===== config.mk =====
export PLATFORM = sky130hd
export DESIGN_NAME = sponge_permutation_hash_flat
export DESIGN_NICKNAME = d
export VERILOG_FILES = /design/src/rtl/spn_pkg.sv /design/src/rtl/spn_if.sv /design/src/rtl/sponge_permutation_hash.sv /design/src/rtl/spn_round.sv /design/src/flat_wrapper.sv
export SDC_FILE = /design/constraint.sdc
export NUM_CORES = 1
export LEC_CHECK = 0
export BUFFER_PORTS_ARGS = -buffer_cell sky130_fd_sc_hd__buf_2
export CAP_MARGIN = 20
export CORE_MARGIN = 4
export CORE_UTILIZATION = 57
export DETAILED_ROUTE_END_ITERATION = 10
export GPL_ROUTABILITY_DRIVEN = 0
export PLACE_DENSITY = 0.83
export SYNTH_ARGS = -nofsm -noshare
export SYNTH_HDL_FRONTEND = slang
export SYNTH_SLANG_ARGS = --single-unit

===== constraint.sdc =====
create_clock -name clock -period 4.15 [get_ports clock]
set_clock_uncertainty 0.2 [all_clocks]
set_input_delay 0.6225 -clock clock [delete_from_list [all_inputs] [get_ports clock]]
set_output_delay 0.6225 -clock clock [all_outputs]
set_load 0.02 [all_outputs]

===== src/rtl/spn_pkg.sv =====
// Shared constants, types and helper functions for the sponge permutation hash.
// No dependencies; imported by spn_if, spn_round, the top level and the bench.
`default_nettype none

package spn_pkg;

   localparam int STATE_BITS   = 88;
   localparam int RATE_BITS    = 8;
   localparam int DIGEST_BITS  = 88;
   localparam int ROUNDS       = 45;
   localparam int COUNTER_BITS = 6;

   localparam int DIGEST_BYTES = DIGEST_BITS / 8;
   localparam int ROUND_W      = $clog2(ROUNDS);
   localparam int DIGEST_IDX_W = $clog2(DIGEST_BYTES);
   localparam int COUNT_W      = 4;

   localparam logic [RATE_BITS-1:0] PAD_BLOCK = 8'h80;
   localparam logic [COUNTER_BITS-1:0] COUNTER_INIT = 6'h01;

   typedef logic [STATE_BITS-1:0]   state_type;
   typedef logic [COUNTER_BITS-1:0] counter_type;

   typedef enum logic [1:0] {
      ST_IDLE,
      ST_ROUND,
      ST_DIGEST
   } fsm_type;

   // 4-bit S-box
   function automatic logic [3:0] sbox4(input logic [3:0] x);
      logic [3:0] y;
      case (x)
         4'h0: y = 4'he;
         4'h1: y = 4'hd;
         4'h2: y = 4'hb;
         4'h3: y = 4'h0;
         4'h4: y = 4'h2;
         4'h5: y = 4'h1;
         4'h6: y = 4'h4;
         4'h7: y = 4'hf;
         4'h8: y = 4'h7;
         4'h9: y = 4'ha;
         4'ha: y = 4'h8;
         4'hb: y = 4'h5;
         4'hc: y = 4'h9;
         4'hd: y = 4'hc;
         4'he: y = 4'h3;
         default: y = 4'h6;
      endcase
      return y;
   endfunction

   // round constant LFSR, taps on the two top bits
   function automatic counter_type counter_next(input counter_type c);
      logic fb;
      fb = c[COUNTER_BITS-1] ^ c[COUNTER_BITS-2];
      return {c[COUNTER_BITS-2:0], fb};
   endfunction

   // destination of state bit i in the bit permutation; top bit stays put
   function automatic int bit_dest(input int i);
      int d;
      if (i == STATE_BITS - 1)
         d = i;
      else
         d = ((i * STATE_BITS) / 4) % (STATE_BITS - 1);
      return d;
   endfunction

   // final-block padding: keep the valid leading bits, then a single 1 bit
   function automatic logic [RATE_BITS-1:0] pad_block(
      input logic [RATE_BITS-1:0] blk,
      input logic [COUNT_W-1:0]   cnt
   );
      logic [COUNT_W-1:0]   sh;
      logic [RATE_BITS-1:0] keep;
      logic [RATE_BITS-1:0] mark;
      sh   = COUNT_W'(RATE_BITS) - cnt;
      keep = 8'hFF << sh;
      mark = PAD_BLOCK >> cnt;
      return (blk & keep) | mark;
   endfunction

endpackage

`default_nettype wire


===== src/rtl/spn_if.sv =====
// Valid/ready channel interfaces for requests and digest bytes.
// Depends on spn_pkg for field widths.
`default_nettype none

interface spn_req_if;
   import spn_pkg::*;
   logic                 valid;
   logic                 ready;
   logic [RATE_BITS-1:0] block;
   logic [COUNT_W-1:0]   bit_count;
   logic                 last;

   modport source(output valid, output block, output bit_count, output last, input ready);
   modport sink(input valid, input block, input bit_count, input last, output ready);
endinterface

interface spn_rsp_if;
   logic       valid;
   logic       ready;
   logic [7:0] digest_byte;
   logic       digest_last;

   modport source(output valid, output digest_byte, output digest_last, input ready);
   modport sink(input valid, input digest_byte, input digest_last, output ready);
endinterface

`default_nettype wire


===== src/rtl/sponge_permutation_hash.sv =====
// Sponge hash over an 88-bit state with an 8-bit rate.
// Each request carries one message byte (block), the number of valid leading
// bits (bit_count, only meaningful on the final byte) and a last flag.
// Accepting a request XORs the byte into state byte 0 in the same cycle, then
// the shared round unit runs the 45 rounds, one round per clock.
// A request therefore occupies the block until all its rounds are done;
// req_chan.ready is high only while idle. A final request with bit_count of
// 8 or more absorbs an extra padding byte 0x80 and adds another 45 rounds.
// After the final permutation the 11 digest bytes leave on rsp_chan, state
// byte 0 first, digest_last on the eleventh. Each taken byte shifts the state
// down by one byte, so the state is all zeros once the digest is out.
// A stalled receiver simply holds the current byte; no request is taken until
// the whole digest is delivered.
// Synchronous reset clears the state and returns the block to idle.
// Depends on spn_pkg, spn_if and spn_round.
`default_nettype none

module sponge_permutation_hash
   import spn_pkg::*;
(
   input  var logic  clock,
   input  var logic  reset,
   spn_req_if.sink   req_chan,
   spn_rsp_if.source rsp_chan
);

   fsm_type                 fsm_ff, fsm_in;
   state_type               sponge_ff, sponge_in;
   counter_type             lfsr_ff, lfsr_in;
   logic [ROUND_W-1:0]      round_ff, round_in;
   logic [DIGEST_IDX_W-1:0] idx_ff, idx_in;
   logic                    pad_ff, pad_in;
   logic                    final_ff, final_in;

   state_type               round_out;
   logic [RATE_BITS-1:0]    absorb_byte;

   spn_round u_round (
      .state_i   (sponge_ff),
      .counter_i (lfsr_ff),
      .state_o   (round_out)
   );

   always_ff @(posedge clock) begin
      if (reset) begin
         fsm_ff    <= ST_IDLE;
         sponge_ff <= '0;
         lfsr_ff   <= COUNTER_INIT;
         round_ff  <= '0;
         idx_ff    <= '0;
         pad_ff    <= 1'b0;
         final_ff  <= 1'b0;
      end else begin
         fsm_ff    <= fsm_in;
         sponge_ff <= sponge_in;
         lfsr_ff   <= lfsr_in;
         round_ff  <= round_in;
         idx_ff    <= idx_in;
         pad_ff    <= pad_in;
         final_ff  <= final_in;
      end
   end

   // a full final byte is absorbed as is; padding follows as its own block
   always_comb begin
      if (req_chan.last && (req_chan.bit_count < COUNT_W'(RATE_BITS)))
         absorb_byte = pad_block(req_chan.block, req_chan.bit_count);
      else
         absorb_byte = req_chan.block;
   end

   always_comb begin
      fsm_in    = fsm_ff;
      sponge_in = sponge_ff;
      lfsr_in   = lfsr_ff;
      round_in  = round_ff;
      idx_in    = idx_ff;
      pad_in    = pad_ff;
      final_in  = final_ff;

      req_chan.ready = 1'b0;
      rsp_chan.valid = 1'b0;

      unique case (fsm_ff)
         ST_IDLE: begin
            req_chan.ready = 1'b1;
            if (req_chan.valid) begin
               sponge_in = sponge_ff ^ {{(STATE_BITS-RATE_BITS){1'b0}}, absorb_byte};
               pad_in    = req_chan.last && (req_chan.bit_count >= COUNT_W'(RATE_BITS));
               final_in  = req_chan.last;
               lfsr_in   = COUNTER_INIT;
               round_in  = '0;
               fsm_in    = ST_ROUND;
            end
         end
         ST_ROUND: begin
            sponge_in = round_out;
            lfsr_in   = counter_next(lfsr_ff);
            round_in  = round_ff + ROUND_W'(1);
            if (round_ff == ROUND_W'(ROUNDS - 1)) begin
               round_in = '0;
               if (pad_ff) begin
                  sponge_in = round_out ^ {{(STATE_BITS-RATE_BITS){1'b0}}, PAD_BLOCK};
                  pad_in    = 1'b0;
                  lfsr_in   = COUNTER_INIT;
               end else if (final_ff) begin
                  idx_in = '0;
                  fsm_in = ST_DIGEST;
               end else begin
                  fsm_in = ST_IDLE;
               end
            end
         end
         ST_DIGEST: begin
            rsp_chan.valid = 1'b1;
            if (rsp_chan.ready) begin
               sponge_in = sponge_ff >> 8;
               idx_in    = idx_ff + DIGEST_IDX_W'(1);
               if (idx_ff == DIGEST_IDX_W'(DIGEST_BYTES - 1)) begin
                  final_in = 1'b0;
                  fsm_in   = ST_IDLE;
               end
            end
         end
         default: begin
            fsm_in = ST_IDLE;
         end
      endcase
   end

   assign rsp_chan.digest_byte = sponge_ff[7:0];
   assign rsp_chan.digest_last = (idx_ff == DIGEST_IDX_W'(DIGEST_BYTES - 1));

endmodule

`default_nettype wire


===== src/rtl/spn_round.sv =====
// One permutation round: S-box layer, bit permutation, round counter XOR.
// Combinational; the top level applies it once per cycle. Uses spn_pkg.
`default_nettype none

module spn_round
   import spn_pkg::*;
(
   input  var state_type   state_i,
   input  var counter_type counter_i,
   output state_type       state_o
);

   state_type sub;
   state_type perm;

   always_comb begin
      for (int n = 0; n < STATE_BITS / 4; n++) begin
         sub[n*4 +: 4] = sbox4(state_i[n*4 +: 4]);
      end
   end

   for (genvar i = 0; i < STATE_BITS; i++) begin : g_perm
      localparam int DEST = bit_dest(i);
      assign perm[DEST] = sub[i];
   end

   assign state_o = perm ^ {{(STATE_BITS-COUNTER_BITS){1'b0}}, counter_i};

endmodule

`default_nettype wire


===== src/flat_wrapper.sv =====
// flat-port wrapper written by rule: the top's interface ports become plain ports
module sponge_permutation_hash_flat import spn_pkg::*;
  (clock, reset, req_chan_valid, req_chan_block, req_chan_bit_count, req_chan_last, req_chan_ready, rsp_chan_valid, rsp_chan_digest_byte, rsp_chan_digest_last, rsp_chan_ready);
  spn_req_if req_chan_i ();
  spn_rsp_if rsp_chan_i ();
  input  var logic clock;
  input  var logic reset;
  input wire logic [$bits(req_chan_i.valid)-1:0] req_chan_valid;
  input wire logic [$bits(req_chan_i.block)-1:0] req_chan_block;
  input wire logic [$bits(req_chan_i.bit_count)-1:0] req_chan_bit_count;
  input wire logic [$bits(req_chan_i.last)-1:0] req_chan_last;
  output wire logic [$bits(req_chan_i.ready)-1:0] req_chan_ready;
  output wire logic [$bits(rsp_chan_i.valid)-1:0] rsp_chan_valid;
  output wire logic [$bits(rsp_chan_i.digest_byte)-1:0] rsp_chan_digest_byte;
  output wire logic [$bits(rsp_chan_i.digest_last)-1:0] rsp_chan_digest_last;
  input wire logic [$bits(rsp_chan_i.ready)-1:0] rsp_chan_ready;
  assign req_chan_i.valid = req_chan_valid;
  assign req_chan_i.block = req_chan_block;
  assign req_chan_i.bit_count = req_chan_bit_count;
  assign req_chan_i.last = req_chan_last;
  assign req_chan_ready = req_chan_i.ready;
  assign rsp_chan_valid = rsp_chan_i.valid;
  assign rsp_chan_digest_byte = rsp_chan_i.digest_byte;
  assign rsp_chan_digest_last = rsp_chan_i.digest_last;
  assign rsp_chan_i.ready = rsp_chan_ready;
  sponge_permutation_hash u_core (.clock(clock), .reset(reset), .req_chan(req_chan_i), .rsp_chan(rsp_chan_i));
endmodule

==> out/summary.txt <==
run status - finished, final reports clean
number of antenna violations at the first check in global routing - 0
combinational share of power - 31.9%
worst hold path class - primary input to register
net count after synthesis - 1361
hold slack final - 295.1 ps
# Max-Cap Violations - 0
CP arrival - 3920 ps
io pins - 28
Final Cell Area - 0.01249 mm2
half-perimeter wire length of the detailed placement result - 19840 um
post-cts sizing count - 0
RSZ-0062 raised after global routing - false
Worst Path Buf+Inv - 3
drt first pass iters - 5
start point of the critical path - u_core.fsm_ff[0]$_SDFFE_PP0P_
pin count of the biggest net entering global routing - 82
maximum single-stage delay on the critical path - 690 ps
post-layout total power - 0.006123 W
hold path startpoint - req_chan_valid
count of unresolved DRC violations after routing - 0
clock share of power - 25.8%
critical path fanouts, max - 27
CP cell instances - inv_1 > ha_1 > nor2b_4 > buf_12 > a31oi_1 > a211oi_1 > inv_1 > ha_1 > o21ai_0 > xor2_1
required time worst endpoint - 4280 ps
post-synthesis area per instance - 9.186 um2
PD cells - 490.4 mW/mm2
Die X-Extent - 149.4 um
CTS max path bufs - 2
overall die area - 0.02233 mm2
largest cells by area after synthesis - sky130_fd_sc_hd__dfxtp_1, sky130_fd_sc_hd__ha_1, sky130_fd_sc_hd__a22oi_1, sky130_fd_sc_hd__a211oi_1, sky130_fd_sc_hd__mux2_2
post-synthesis instance area - 0.01140 mm2
sequential share of power - 42.3%
register area share after synthesis - 34.42%
total setup violations reported at the end of the flow - 0
highest clock rate - 263.6 MHz
placed insts - 1486
cell with the biggest individual delay on the critical path - sky130_fd_sc_hd__a211oi_1
overall routed net length - 28550 um
dpl cell area - 0.01193 mm2
antenna fix cells - 0
Reg2Reg Launch Point - u_core.fsm_ff[0]$_SDFFE_PP0P_
via density per instance - 6.316
proportion of layout cells with a drive suffix above 1 - 15.72%
VDD IR-drop max - 0.3408 mV
FP Rows - 51
number of H-tree levels - 4
commonest non-fill, non-tap cell in the layout - sky130_fd_sc_hd__dfxtp_1
number of global-route vias before repair - 8984
Synth cell types - 67
overall die height - 149.4 um
setup total negative slack - 0 ps
register bit total from synthesis - 196
Worst-Skew Late Latency - 440 ps
category of the critical setup timing path - register to register
Net count, final - 1360
CTS tree - built
global-route wire length before repair - 46520 um
Slew HR - 38.20%
clock transition at the registers of the reported paths - 70 ps
Routed wire per std cell - 18.80 um
fin crit share - 91.43%
number of antenna-violating nets in the routed design - 0
Root Buffer - sky130_fd_sc_hd__clkbuf_16
Final Non-Filler Cells - 1518
grt total ovfl - 0
pin slew with the least headroom to its limit - 927.0 ps
Leakage - 4.871 nW
number of hold-repair buffers added at the cts stage - 0
cell accounting for the most synthesized area - sky130_fd_sc_hd__dfxtp_1
Final Hold Fails - 0
commonest cells after routing, fill and taps aside - sky130_fd_sc_hd__dfxtp_1, sky130_fd_sc_hd__ha_1, sky130_fd_sc_hd__nor2_1, sky130_fd_sc_hd__inv_1, sky130_fd_sc_hd__a22oi_1
total of warnings raised by yosys - 0
Sink Count - 196
area delta synth->final - 9.538%
area share of the leading cell type in the synthesized netlist - 34.42%
family with the most delay on the worst path - compound AO/OA/AOI/OAI gates
minimum period implied by the final worst setup slack - 3794 ps
prevailing post-synth register cell - sky130_fd_sc_hd__dfxtp_1
net load switching power - 0.002236 W
Worst Setup End Kind - register
Post-CTS Setup Repair Bufs - 0
1st-iter DRT viols - 952
total routing usage reported by global routing - 25.68%
number of buffers created by CTS - 17
total of buffers placed on input and output ports - 27
number of cells produced by synthesis - 1241
Worst Setup Start Kind - register
number of slew-limit violations in the final report - 0
core area - 0.01959 mm2
vias post-DR - 9588
cell-internal power - 0.003887 W
effective utilization at floorplan - 58.19%
post-synthesis async set-or-reset flop share - 0%
EDFF count, synth - 0
switching power as a share of total power - 36.52%
# fillers - 1567
-- path summary, 6_finish.rpt --
| kind | depth (start not counted) | end | slack [ps] |
|---|---|---|---|
| max reg2reg | 10 | u_core.u_round.perm[11]$_DFF_P_ | 360 |
| max | 10 | u_core.u_round.perm[11]$_DFF_P_ | 360 |
| min | 3 | u_core.final_ff$_SDFFE_PP0P_ | 300 |
| min reg2reg | 2 | u_core.final_ff$_SDFFE_PP0P_ | 320 |
-- flip-flops by register name (all words and copies together) (netlist names) --
register	flops
u_core.final_ff	1
u_core.sponge_ff	88
u_core.round_ff	6
u_core.lfsr_ff	6
u_core.idx_ff	4
u_core.pad_ff	1
u_core.fsm_ff	2
u_core.u_round.perm	88
-- synthesized netlist by cell type, types with 6 or more instances --
cell type                  count
sky130_fd_sc_hd__nand2_1      72
sky130_fd_sc_hd__clkbuf_1     53
sky130_fd_sc_hd__o31ai_1       7
sky130_fd_sc_hd__dfxtp_1     196
sky130_fd_sc_hd__nand2b_1     11
sky130_fd_sc_hd__inv_1        80
sky130_fd_sc_hd__mux4_2        6
sky130_fd_sc_hd__a31oi_1      66
sky130_fd_sc_hd__a21oi_1      29
sky130_fd_sc_hd__xor2_1       47
sky130_fd_sc_hd__buf_4         8
sky130_fd_sc_hd__nor2_1       81
sky130_fd_sc_hd__buf_1        14
sky130_fd_sc_hd__ha_1        103
sky130_fd_sc_hd__mux2i_1      27
sky130_fd_sc_hd__mux2_2       39
sky130_fd_sc_hd__o211ai_1     16
sky130_fd_sc_hd__xnor2_1      12
sky130_fd_sc_hd__a22oi_1      74
sky130_fd_sc_hd__buf_2        10
sky130_fd_sc_hd__a221oi_1     12
sky130_fd_sc_hd__nand3_1      13
sky130_fd_sc_hd__a211oi_1     69
sky130_fd_sc_hd__nor3_2        6
sky130_fd_sc_hd__nor3_1       14
sky130_fd_sc_hd__a211oi_2     32
sky130_fd_sc_hd__o21ai_0      61
-- routing by layer --
layer  global-route usage [%]  up-vias  part of all wire, %
li1                         -     4553                    -
met1                    34.17     4610                   43
met2                    41.61      359                   47
met3                    4.361       66                  6.6
met4                    10.43        0                  3.8
met5                        0        -                    0
-- kinds of logic after synthesis --
| logic type | Yosys count | synth area share (%) |
|---|---|---|
| muxes | 73 | 7.540 |
| AOI/OAI and AO/OA | 400 | 25.68 |
| adders and majority gates | 103 | 11.31 |
| and+or+nand+nor | 242 | 10.42 |
| DFF | 196 | 34.42 |
| buffers and inverters | 168 | 6.103 |
| xor gates and xnor gates | 59 | 4.533 |
-- final cells by class --
class | instances | area, um2 | share of cell area [%]
inverter | 80 | 300.3 | 2.405
tap | 265 | 331.6 | 2.655
multi-input combinational | 877 | 6824 | 54.65
clock inverter | 14 | 122.6 | 0.9820
clock buffer | 18 | 439.2 | 3.517
timing repair buffer | 68 | 545.5 | 4.369
sequential | 196 | 3924 | 31.42
-- per-stage QoR --
step           util, %  setup slack (ps)
2_1_floorplan        -             719.0
3_3_place_gp     60.87             567.5
3_5_place_dp     60.87             428.7
4_1_cts          63.74             424.8
5_1_grt          63.74             200.7
6_report         63.74             355.7
-- power groups by stage --
stage                     Sequential [W]  Combinational [W]  Clock (W)
after floorplan                  0.00246            0.00146          0
after global placement           0.00261            0.00185          0
after detailed placement         0.00260            0.00191          0
after CTS                        0.00257            0.00193    0.00159
after global routing             0.00261            0.00216    0.00167
final                            0.00259            0.00195    0.00158
-- worst register-to-register path, delay by kind of cell, from the launching register on --
kind | cells | cell delay (ps)
xor+xnor | 1 | 290
flops | 1 | 430
simple gates | 1 | 420
buf+inv | 3 | 560
fa+ha+maj | 2 | 710
compound gates | 3 | 1090
Power figures use the tool's default switching activity.
